$ cat src/rtl/core/cpd_pkg.sv
// Shared types and constants for the closest pair distance block.
// Used by the chain cells, the square root unit and the top level.
package cpd_pkg;

	localparam int COORD_W = 24;
	localparam int SQ_W = 50;
	localparam int DIST_W = 25;
	localparam int SQRT_STEPS = SQ_W / 2;
	localparam int SQRT_CNT_W = $clog2(SQRT_STEPS);
	localparam int SQRT_REM_W = DIST_W + 3;
	localparam int CPD_MAX_POINTS = 64;

	localparam int DATA_W = 32;
	localparam int ADDR_W = 3;
	localparam int REG_IDX_W = 1;
	localparam logic [REG_IDX_W-1:0] REG_FAR_LIMIT = 1'd0;
	localparam logic [DIST_W-1:0] FAR_LIMIT_RESET = 25'd2560000;
	localparam logic [SQ_W-1:0] SQ_ALL_ONES = {SQ_W{1'b1}};

	typedef enum logic {
		SQ_IDLE,
		SQ_RUN
	} sq_state_t;

	typedef struct packed {
		logic valid;
		logic keep;
		logic last;
		logic signed [COORD_W-1:0] x;
		logic signed [COORD_W-1:0] y;
	} pt_t;

	typedef struct packed {
		logic valid;
		logic last;
		logic [SQ_W-1:0] best;
	} min_t;

endpackage

$ cat src/rtl/core/cpd_sqrt.sv
// Digit-by-digit integer square root, one result bit per cycle.
// Depends on cpd_pkg for widths and the state type.
module cpd_sqrt
	import cpd_pkg::*;
(
	input  logic              clk,
	input  logic              arst_n,
	input  logic              start,
	input  logic [SQ_W-1:0]   radicand,
	output logic              done,
	output logic [DIST_W-1:0] root
);

	sq_state_t state_q, state_nxt;
	logic [SQRT_CNT_W-1:0] cnt_q;
	logic [SQ_W-1:0] rad_q;
	logic [SQRT_REM_W-1:0] rem_q;
	logic [DIST_W-1:0] root_q;
	logic done_q;

	logic step_en, last_step;
	logic [SQRT_REM_W-1:0] rem_sh, trial;

	assign last_step = (cnt_q == SQRT_CNT_W'(SQRT_STEPS - 1));
	assign rem_sh = {rem_q[SQRT_REM_W-3:0], rad_q[SQ_W-1:SQ_W-2]};
	assign trial = {1'b0, root_q, 2'b01};

	always_comb begin
		state_nxt = state_q;
		case (state_q)
			SQ_IDLE: begin
				if (start) state_nxt = SQ_RUN;
			end
			SQ_RUN: begin
				if (last_step) state_nxt = SQ_IDLE;
			end
			default: state_nxt = SQ_IDLE;
		endcase
	end

	always_comb begin
		case (state_q)
			SQ_RUN: step_en = 1'b1;
			default: step_en = 1'b0;
		endcase
	end

	always_ff @(posedge clk or negedge arst_n) begin
		if (!arst_n) begin
			state_q <= SQ_IDLE;
			cnt_q <= '0;
			done_q <= 1'b0;
		end else begin
			state_q <= state_nxt;
			done_q <= step_en && last_step;
			if (step_en) begin
				cnt_q <= cnt_q + 1'b1;
			end else begin
				cnt_q <= '0;
			end
		end
	end

	always_ff @(posedge clk) begin
		if (step_en) begin
			rad_q <= {rad_q[SQ_W-3:0], 2'b00};
			if (rem_sh >= trial) begin
				rem_q <= rem_sh - trial;
				root_q <= {root_q[DIST_W-2:0], 1'b1};
			end else begin
				rem_q <= rem_sh;
				root_q <= {root_q[DIST_W-2:0], 1'b0};
			end
		end else if (start) begin
			rad_q <= radicand;
			rem_q <= '0;
			root_q <= '0;
		end
	end

	assign done = done_q;
	assign root = root_q;

endmodule

$ cat config.mk
export PLATFORM = sky130hd
export DESIGN_NAME = cpd_sqrt
export DESIGN_NICKNAME = d
export VERILOG_FILES = /design/src/rtl/core/cpd_pkg.sv /design/src/rtl/core/cpd_sqrt.sv
export SDC_FILE = /design/constraint.sdc
export NUM_CORES = 1
export LEC_CHECK = 0
export BUFFER_PORTS_ARGS = -buffer_cell sky130_fd_sc_hd__buf_2
export CAP_MARGIN = 25
export CORE_ASPECT_RATIO = 0.75
export CORE_MARGIN = 4
export CORE_UTILIZATION = 50
export DETAILED_ROUTE_END_ITERATION = 8
export GPL_TIMING_DRIVEN = 0
export PLACE_DENSITY = 0.71
export SYNTH_ARGS = -nofsm -noshare
export SYNTH_HDL_FRONTEND = slang
export SYNTH_SLANG_ARGS = --single-unit
export TNS_END_PERCENT = 30
$ cat constraint.sdc
create_clock -name clk -period 4.7 [get_ports clk]
set_input_delay 0.94 -clock clk [delete_from_list [all_inputs] [get_ports clk]]
set_output_delay 0.94 -clock clk [all_outputs]
set_load 0.005 [all_outputs]
==> results.yml <==
run_status:
  status: "finished, final reports clean"
layout:
  stdcell_count: 763
  mostFrequentLayoutCells: "edfxtp_1, buf_2, a22o_1, nor2_1, inv_1"
  final_common_cell: "edfxtp_1"
  nets: 683
  drive_above_1_share_pct: 19.5
  area_growth_syn_to_layout_pct: 15.9
  fillers: 925
  diodes: 0
sta:
  finalSetupViolCount: 0
  setup_tns_ps: 0
  fin_worst_skew_ps: 9.52
  fin_crit_sh_pct: 63.2
  hold_viol: 0
  fin_crit_ps: 2970
  max_slew.worst_pin.slew_ps: 767
  fmaxAchievable_ghz: 0.337
  slew_viol_final: 0
  rsz0062_at_grt: "false"
  relSlewSlack_pct: 48.9
synthesis:
  synth_fp_nets: 593
  synth-edff-count: 99
  synth.cell_area_um2: 5870
  ys_seq_elements: 108
  synth_cells: 511
  yosys_warnings: 0
  synth_top_area_cell: "edfxtp_1"
  synth_top_area_share_pct: 50.7
  avgSynthCellArea_um2: 11.5
  synthTopCellsByArea: "edfxtp_1, a22o_1, ha_1"
  yosys_most_used_dff: "edfxtp_1"
  ys_seq_area_share_pct: 54.4
  synthArstFlopShare_pct: 6.48
  synth_cell_types: 57
clock_network:
  hold_buffers: 0
  ctsResizeCount: 0
  clock_sinks: 108
  clock-root-buffer: "clkbuf_16"
  cts_setup_buffers: 0
  insertion_delay_ps: 360
  htreeDepth: 3
  tritoncts: "done"
  cts_inserted_buffers: 9
  clk_pin_slew_worst_paths_ps: 80
  clk_path_buf_depth: 2
power_and_ir_drop:
  power_leakage_nw: 2.94
  power_density_nw_per_um2: 911
  vdd_ir_drop_max_uv: 462
setup_path:
  cp-start-kind: "flop"
  cp.buffers_inverters: 3
  slowest_stage: "edfxtp_1"
  required_ps: 4880
  r2r_cells: 11
  crit_path_cell_trace: "ha_1 > buf_2 > o21ai_0 > o21bai_1 > a211oi_1 > o21ai_1 > a21o_1 > buf_4 > buf_2 > o21ai_1 > a21oi_1"
  cp.depth: 11
  cp.arrival_ps: 3140
  cp_slowest_stage_delay_ps: 470
  path_class: "flop to flop"
  path_delay_family: "compound AO/OA/AOI/OAI gates"
  cp_max_fo: 10
  worstSetupEndpointType: "flop"
global_route:
  grt_antenna_before_repair: 0
  grt_pass1_vias: 4352
  grt_start_max_net_pins: 73
  grt_pass1_wl_um: 22400
  grt_overflow: 0
  grt_use_total_pct: 21.0
routing:
  avgRoutedWirePerCell_um: 18.4
  drc: 0
  dr.pass1.iters: 6
  drtIter0Drc: 392
  vias_per_cell: 5.87
  ant_nets: 0
  wl_um: 14100
  routed-via-count: 4479
die:
  start_util_pct: 52.4
  die_h_um: 102
  die_x_um: 133
  dieArea_um2: 13500
  std_cell_rows: 33
  num_io_pins: 79
  core_um2: 11200
flow_run:
  maxCapViolCount: 0
placed_design:
  dp.cells: 747
  place_congestion: 0.910
  portBuffers: 78
  place_hpwl_um: 9820
hold_path:
  min_path_type: "primary input to async pin"
[layer usage]
layer	GRT usage (%)	wire length (um)	up-vias
li1	-	-	2120
met1	30.4	6620	2176
met2	32.7	6380	165
met3	4.42	897	18
met4	5.27	162	0
met5	0	0	-
[cell type report]
type	instances	area (um2)	area share, %
Clock buffer	9	225	3.31
Clock inverter	7	92.6	1.36
Sequential cell	108	3190	46.9
Multi-Input combinational cell	340	2410	35.5
Tap cell	157	196	2.89
Inverter	34	130	1.91
Buffer	29	138	2.02
Timing Repair Buffer	79	418	6.15
[state kept, by name, indices dropped and copies added, names as in the netlist]
register,cells
rad_q,50
rem_q,26
root,25
cnt_q,5
done,1
state_q,1
[through the flow]
stage	total power, mW	area, um2	utilization, %	worst slack, ps	hold WS [ps]
global placement	5.20	6450	57.7	25.3	477
global route	6.65	6800	60.8	1530	403
finish	6.20	6800	60.8	1730	398
CTS	6.17	6800	60.8	1760	399
floorplan	4.47	5870	-	1300	455
detailed placement	5.32	6480	57.9	1790	486
[kinds of logic after synthesis]
logic type,share of synthesized area (%)
muxes,0.341
and+or+nand+nor,9.77
xor gates and xnor gates,3.58
AOI/OAI and AO/OA,21.2
DFF,54.4
buffers and inverters,4.52
adders and majority gates,6.19
[cells in the mapped netlist, drive strengths merged (4+ instances only)]
cell type / count
a211oi: 9
nand4: 4
dfrtp: 7
edfxtp: 99
nor2b: 5
o22ai: 6
o21ai: 23
ha: 29
a21oi: 31
inv: 34
a21o: 13
o21a: 8
nor2: 45
clkbuf: 15
and3: 6
nor3: 11
buf: 14
xnor2: 10
xor2: 14
o2111ai: 4
nand2: 17
a22o: 48
nand3: 21
[final timing paths]
| path | start | to | slack [ps] |
|---|---|---|---|
| setup / recovery | rem_q[16] | rem_q[10] | 1730 |
| hold / removal | arst_n | cnt_q[1] | 400 |
| setup reg to reg | rem_q[16] | rem_q[10] | 1730 |
| hold reg to reg | rad_q[0] | rad_q[0] | 500 |
| max in group asynchronous | arst_n | state_q | 4140 |
| min in group clk | rad_q[0] | rad_q[0] | 500 |
[report_power, final]
group | switching (mW) | total, mW | internal (mW)
Clock | 0.385 | 0.813 | 0.428
Combinational | 1.97 | 3.44 | 1.48
Sequential | 0.212 | 1.94 | 1.73
(Power assumes the default switching activity.)
