File: src/rtl/core/cpd_pkg.sv
// Shared types and constants for the closest pair distance block.
// Used by the chain cells, the square root unit and the top level.
package cpd_pkg;

	localparam int COORD_W = 24;
	localparam int SQ_W = 50;
	localparam int DIST_W = 25;
	localparam int SQRT_STEPS = SQ_W / 2;
	localparam int SQRT_CNT_W = $clog2(SQRT_STEPS);
	localparam int SQRT_REM_W = DIST_W + 3;
	localparam int CPD_MAX_POINTS = 64;

	localparam int DATA_W = 32;
	localparam int ADDR_W = 3;
	localparam int REG_IDX_W = 1;
	localparam logic [REG_IDX_W-1:0] REG_FAR_LIMIT = 1'd0;
	localparam logic [DIST_W-1:0] FAR_LIMIT_RESET = 25'd2560000;
	localparam logic [SQ_W-1:0] SQ_ALL_ONES = {SQ_W{1'b1}};

	typedef enum logic {
		SQ_IDLE,
		SQ_RUN
	} sq_state_t;

	typedef struct packed {
		logic valid;
		logic keep;
		logic last;
		logic signed [COORD_W-1:0] x;
		logic signed [COORD_W-1:0] y;
	} pt_t;

	typedef struct packed {
		logic valid;
		logic last;
		logic [SQ_W-1:0] best;
	} min_t;

endpackage

File: src/rtl/core/cpd_cell.sv
// One cell of the point chain: holds one stored point and folds its squared
// distance to each passing point into the running minimum. Depends on cpd_pkg.
module cpd_cell
	import cpd_pkg::*;
#(
	parameter int CNT_W = 7,
	parameter int CELL_IDX = 0
) (
	input  logic             clk,
	input  logic             arst_n,
	input  pt_t              pt_in,
	input  logic [CNT_W-1:0] idx_in,
	input  logic [SQ_W-1:0]  best_in,
	output pt_t              pt_out,
	output logic [CNT_W-1:0] idx_out,
	output min_t             min_out
);

	localparam logic [CNT_W-1:0] K = CNT_W'(CELL_IDX);

	pt_t pt_q;
	logic [CNT_W-1:0] idx_q;
	logic signed [COORD_W-1:0] sx_q, sy_q;

	logic v_s1, last_s1, en_s1;
	logic [COORD_W-1:0] dx_s1, dy_s1;
	logic v_s2, last_s2, en_s2;
	logic [2*COORD_W-1:0] sqx_s2, sqy_s2;
	min_t min_q;

	logic [COORD_W:0] diff_x, diff_y, neg_x, neg_y;
	logic [COORD_W-1:0] mag_x, mag_y;
	logic cmp_en, store_en;
	logic [2*COORD_W:0] sum_sq;
	logic [SQ_W-1:0] cand;

	assign diff_x = {pt_in.x[COORD_W-1], pt_in.x} - {sx_q[COORD_W-1], sx_q};
	assign diff_y = {pt_in.y[COORD_W-1], pt_in.y} - {sy_q[COORD_W-1], sy_q};
	assign neg_x = ~diff_x + 1'b1;
	assign neg_y = ~diff_y + 1'b1;
	assign mag_x = diff_x[COORD_W] ? neg_x[COORD_W-1:0] : diff_x[COORD_W-1:0];
	assign mag_y = diff_y[COORD_W] ? neg_y[COORD_W-1:0] : diff_y[COORD_W-1:0];

	assign cmp_en = pt_in.valid && pt_in.keep && (idx_in > K);
	assign store_en = pt_in.valid && pt_in.keep && (idx_in == K);

	assign sum_sq = {1'b0, sqx_s2} + {1'b0, sqy_s2};
	assign cand = {{(SQ_W-2*COORD_W-1){1'b0}}, sum_sq};

	always_ff @(posedge clk or negedge arst_n) begin
		if (!arst_n) begin
			pt_q <= '0;
			v_s1 <= 1'b0;
			last_s1 <= 1'b0;
			en_s1 <= 1'b0;
			v_s2 <= 1'b0;
			last_s2 <= 1'b0;
			en_s2 <= 1'b0;
			min_q.valid <= 1'b0;
			min_q.last <= 1'b0;
			min_q.best <= SQ_ALL_ONES;
		end else begin
			pt_q <= pt_in;
			v_s1 <= pt_in.valid;
			last_s1 <= pt_in.last;
			en_s1 <= cmp_en;
			v_s2 <= v_s1;
			last_s2 <= last_s1;
			en_s2 <= en_s1;
			min_q.valid <= v_s2;
			min_q.last <= last_s2;
			min_q.best <= (en_s2 && (cand < best_in)) ? cand : best_in;
		end
	end

	always_ff @(posedge clk) begin
		idx_q <= idx_in;
		dx_s1 <= mag_x;
		dy_s1 <= mag_y;
		sqx_s2 <= {{COORD_W{1'b0}}, dx_s1} * {{COORD_W{1'b0}}, dx_s1};
		sqy_s2 <= {{COORD_W{1'b0}}, dy_s1} * {{COORD_W{1'b0}}, dy_s1};
		if (store_en) begin
			sx_q <= pt_in.x;
			sy_q <= pt_in.y;
		end
	end

	assign pt_out = pt_q;
	assign idx_out = idx_q;
	assign min_out = min_q;

endmodule

File: config.mk
export PLATFORM = sky130hd
export DESIGN_NAME = cpd_cell
export DESIGN_NICKNAME = d
export VERILOG_FILES = /design/src/rtl/core/cpd_pkg.sv /design/src/rtl/core/cpd_cell.sv
export SDC_FILE = /design/constraint.sdc
export NUM_CORES = 2
export LEC_CHECK = 0
export ABC_AREA = 1
export BUFFER_PORTS_ARGS = -buffer_cell sky130_fd_sc_hd__buf_2
export CAP_MARGIN = 0
export CELL_PAD_IN_SITES_DETAIL_PLACEMENT = 0
export CELL_PAD_IN_SITES_GLOBAL_PLACEMENT = 2
export CORE_MARGIN = 2
export CORE_UTILIZATION = 39
export CTS_CLUSTER_DIAMETER = 40
export DETAILED_ROUTE_END_ITERATION = 7
export PLACE_DENSITY = 0.9
export SYNTH_ARGS = -nofsm -noshare
export SYNTH_HDL_FRONTEND = slang
export SYNTH_SLANG_ARGS = --single-unit
File: constraint.sdc
create_clock -name clk -period 7.64 [get_ports clk]
set_input_delay 0.382 -clock clk [delete_from_list [all_inputs] [get_ports clk]]
set_output_delay 0.382 -clock clk [all_outputs]
set_load 0.005 [all_outputs]
==> metrics.log <==
[metrics] number of flops mapped to enable cells by yosys: 48
[metrics] sequential-to-total area share from yosys stat: 14.1%
[metrics] area enclosed by the die boundary: 134000 um2
[metrics] fraction of post-synthesis cell area in the top cell type by area: 33.2%
[metrics] post-layout net count: 8284
[metrics] slack of the critical path: 0.450 ns
[metrics] overall routing resource usage: 21.0%
[metrics] commonest register cell after synthesis: sky130_fd_sc_hd__dfxtp_1
[metrics] total wire length: 136000 um
[metrics] minimum period implied by the final worst setup slack: 7.19 ns
[metrics] signal arrival time at the worst endpoint: 7.73 ns
[metrics] Core Region: 130000 um2
[metrics] beginning of the worst hold path: v_s2
[metrics] Clock Tree Root: sky130_fd_sc_hd__clkbuf_16
[metrics] f_max: 0.139 GHz
[metrics] antenna diode count: 0
[metrics] Clock Skews: 0.0244 ns
[metrics] clock buffer count from CTS: 56
[metrics] RSZ-0062 raised after global routing: no
[metrics] critical-path maximum fanout: 16
[metrics] DRT antenna net count: 0
[metrics] clock-pin transition on the worst setup and hold timing paths: 0.06 ns
[metrics] capturing point of the worst reg2reg path: sqy_s2[35]
[metrics] die boundary height: 366 um
[metrics] hold crit path type: reg2reg
[metrics] source-to-sink clock delay at the later pin of the worst-skew pair: 0.64 ns
[metrics] worst hold stages: 0
[metrics] number of nets in the synthesized netlist: 7950
[metrics] yosys synthesis warning count: 0
[metrics] worst slew margin relative to its limit: 33.0%
[metrics] Ports: 220
[metrics] largest area contributor in the synthesized netlist: sky130_fd_sc_hd__fa_1
[metrics] post-route clock period utilization: 94.1%
[metrics] detailed-route wire length per cell: 15.8 um
[metrics] Hold Slack: 0.352 ns
[metrics] Area growth, synth to finish: 12.4%
[metrics] Hold Fails Final Rpt: 0
[metrics] detailed router's first-iteration violation count: 2058
[metrics] number of sinks handled by clock tree synthesis: 304
[metrics] number of rows created at floorplan: 132
[metrics] horizontal extent of the die: 366 um
[metrics] status: finished clean
[metrics] maximum capacitance violations: 0
[metrics] Critical R2R Launch: dy_s1[7]
[metrics] crit path kind: reg2reg
[metrics] top-count cell post-synth: sky130_fd_sc_hd__inv_1
[metrics] slew at the pin closest to its max-slew limit: 1.00 ns
[metrics] async set-or-reset flop fraction in the synthesized netlist: 35.2%
[metrics] flop2flop setup slack: 0.45 ns
[metrics] weighted congestion reported at the end of routability-driven placement: 0.892
[metrics] number of instances in the synthesized netlist: 6493
[metrics] cell types with the largest area share after synthesis: sky130_fd_sc_hd__fa_1 33%, sky130_fd_sc_hd__inv_1 14%, sky130_fd_sc_hd__ha_1 12%
[metrics] Clock H-tree levels: 2
[metrics] sort of element at the end of the critical path: register
[metrics] total via count after detailed routing: 40100
[metrics] buffers inserted during post-CTS setup optimization: 0
[metrics] clock tree from TritonCTS: built
[metrics] detailed-router iteration count before antenna repair: 7
[metrics] initial antenna violation count: 2
[metrics] required time of the critical path: 8.18 ns
[metrics] Post-Synthesis Cell Area: 51000 um2
[metrics] Remaining DRCs: 0
[metrics] global-route wire length before repair: 224000 um
[metrics] Setup TNS: 0 ns
[metrics] most instantiated cells after synthesis: 1867 x sky130_fd_sc_hd__inv_1, 1564 x sky130_fd_sc_hd__nand2_1, 845 x sky130_fd_sc_hd__fa_1
[metrics] total setup violations reported at the end of the flow: 0
[metrics] post-DR vias/cell: 4.66
[metrics] via count of the first global-routing pass: 42800
[metrics] number of slew-limit violations in the final report: 0
[metrics] Filler cells: 13100
[metrics] depth of the most critical reg-to-reg path: 23
[metrics] half-perimeter wire length after detailed placement: 117000 um
[metrics] number of register bits inferred by synthesis: 304
[metrics] post-synthesis cell type count: 54
[metrics] largest net degree at the start of global routing: 56
[metrics] Initial Util: 39.3%
[metrics] CP startpoint: dy_s1[7]
[metrics] total grt overflow: 0
[metrics] maximum buffer depth of the clock tree: 3
[metrics] placement-stage worst setup slack: 0.513 ns
[metrics] number of port buffers: 219
[metrics] endpoint with the worst hold slack: min_out[51]
[metrics] average instance area after synthesis: 7.85 um2
[metrics] critical path launch point type: register
[metrics] fraction of final layout cells with drive strength greater than 1: 7.14%
[state kept, by name (all words and copies together), names as in the netlist]
name     count
idx_out      7
min_out     52
pt_out      49
sx_q        24
sqy_s2      47
sqx_s2      47
v_s2         1
last_s2      1
last_s1      1
v_s1         1
dx_s1       24
sy_q        24
en_s1        1
dy_s1       24
en_s2        1
[logic make-up after synthesis]
kind of cell    synth area share [%]
flops                           14.1
simple gates                    17.7
fa+ha+maj                       45.5
buf+inv                         14.7
xor+xnor                        2.94
compound gates                  5.08
[cells in the final DEF, fill, tap and decap left out, drive strengths merged, types with 57 or more instances in the layout]
| cell type | n |
|---|---|
| inv | 1893 |
| o21ai | 110 |
| a21oi | 219 |
| dfxtp | 149 |
| nor2 | 338 |
| nand3 | 179 |
| fa | 845 |
| xnor2 | 57 |
| nand2 | 1585 |
| dlygate4sd3 | 109 |
| clkbuf | 63 |
| buf | 283 |
| xor2 | 113 |
| ha | 502 |
| dfrtp | 57 |
[layout make-up]
class	instances	area (um2)	share of cell area [%]
Tap cell	1742	2180	3.80
Clock inverter	42	482	0.841
Clock buffer	63	1460	2.54
Timing Repair Buffer	392	2670	4.66
Multi-Input combinational cell	4201	36300	63.4
Sequential cell	304	7160	12.5
Inverter	1872	7030	12.3
[worst max-delay path, cell delays in order, from the launching register on]
cell                       delay [ns]
sky130_fd_sc_hd__dfxtp_1         0.91
sky130_fd_sc_hd__nand2_1         0.26
sky130_fd_sc_hd__fa_1            0.56
sky130_fd_sc_hd__inv_1           0.05
sky130_fd_sc_hd__fa_1            0.50
sky130_fd_sc_hd__inv_1           0.05
sky130_fd_sc_hd__fa_1            0.47
sky130_fd_sc_hd__inv_1           0.05
sky130_fd_sc_hd__fa_1            0.49
sky130_fd_sc_hd__inv_1           0.05
sky130_fd_sc_hd__fa_1            0.52
sky130_fd_sc_hd__inv_1           0.05
sky130_fd_sc_hd__fa_1            0.49
sky130_fd_sc_hd__inv_1           0.05
sky130_fd_sc_hd__fa_1            0.48
sky130_fd_sc_hd__inv_1           0.04
sky130_fd_sc_hd__ha_1            0.38
sky130_fd_sc_hd__a21oi_1         0.12
sky130_fd_sc_hd__o21ai_0         0.41
sky130_fd_sc_hd__nor2_1          0.11
sky130_fd_sc_hd__o21ai_0         0.42
sky130_fd_sc_hd__a21oi_1         0.17
sky130_fd_sc_hd__o21bai_1        0.21
sky130_fd_sc_hd__xor2_1          0.25
[per-layer routing]
| metal | wire, um | track usage (%) | vias up | share of wire, % |
|---|---|---|---|---|
| met5 | 13 | 0 | - | 0.0095 |
| met3 | 5900 | 2.08 | 138 | 4.3 |
| li1 | - | - | 19800 | - |
| met4 | 2040 | 3.49 | 2 | 1.5 |
| met1 | 64900 | 29.3 | 19300 | 48 |
| met2 | 63600 | 35.8 | 872 | 47 |
[what timing repair did]
action,in CTS,in global routing
hold endpoints to repair,160,0
setup endpoints to repair,0,0
hold buffers,109,0
gates resized for setup,0,0
[through the flow]
| stage | utilization, % | cell area (um2) | std cells |
|---|---|---|---|
| after floorplan | - | 51000 | 6493 |
| after global placement | 41.9 | 54300 | 8402 |
| after detailed placement | 41.9 | 54300 | 8402 |
| after CTS | 44.2 | 57300 | 8616 |
| after global routing | 44.2 | 57300 | 8616 |
| final | 44.2 | 57300 | 8616 |
[worst max-delay path by stage]
| stage | endpoint | slack (ns) | depth (start not counted) |
|---|---|---|---|
| after detailed placement | sqy_s2[35] | 0.51 | 22 |
| after global routing | sqy_s2[35] | 0.06 | 23 |
| after global placement | sqy_s2[27] | 0.53 | 20 |
| final | sqy_s2[35] | 0.45 | 23 |
| after CTS | sqy_s2[35] | 0.47 | 22 |
| after floorplan | sqy_s2[38] | 1.46 | 25 |
Power is left out: the tool's default activity adds up to more than one toggle a clock period on the data nets, which glitch-free logic cannot reach.
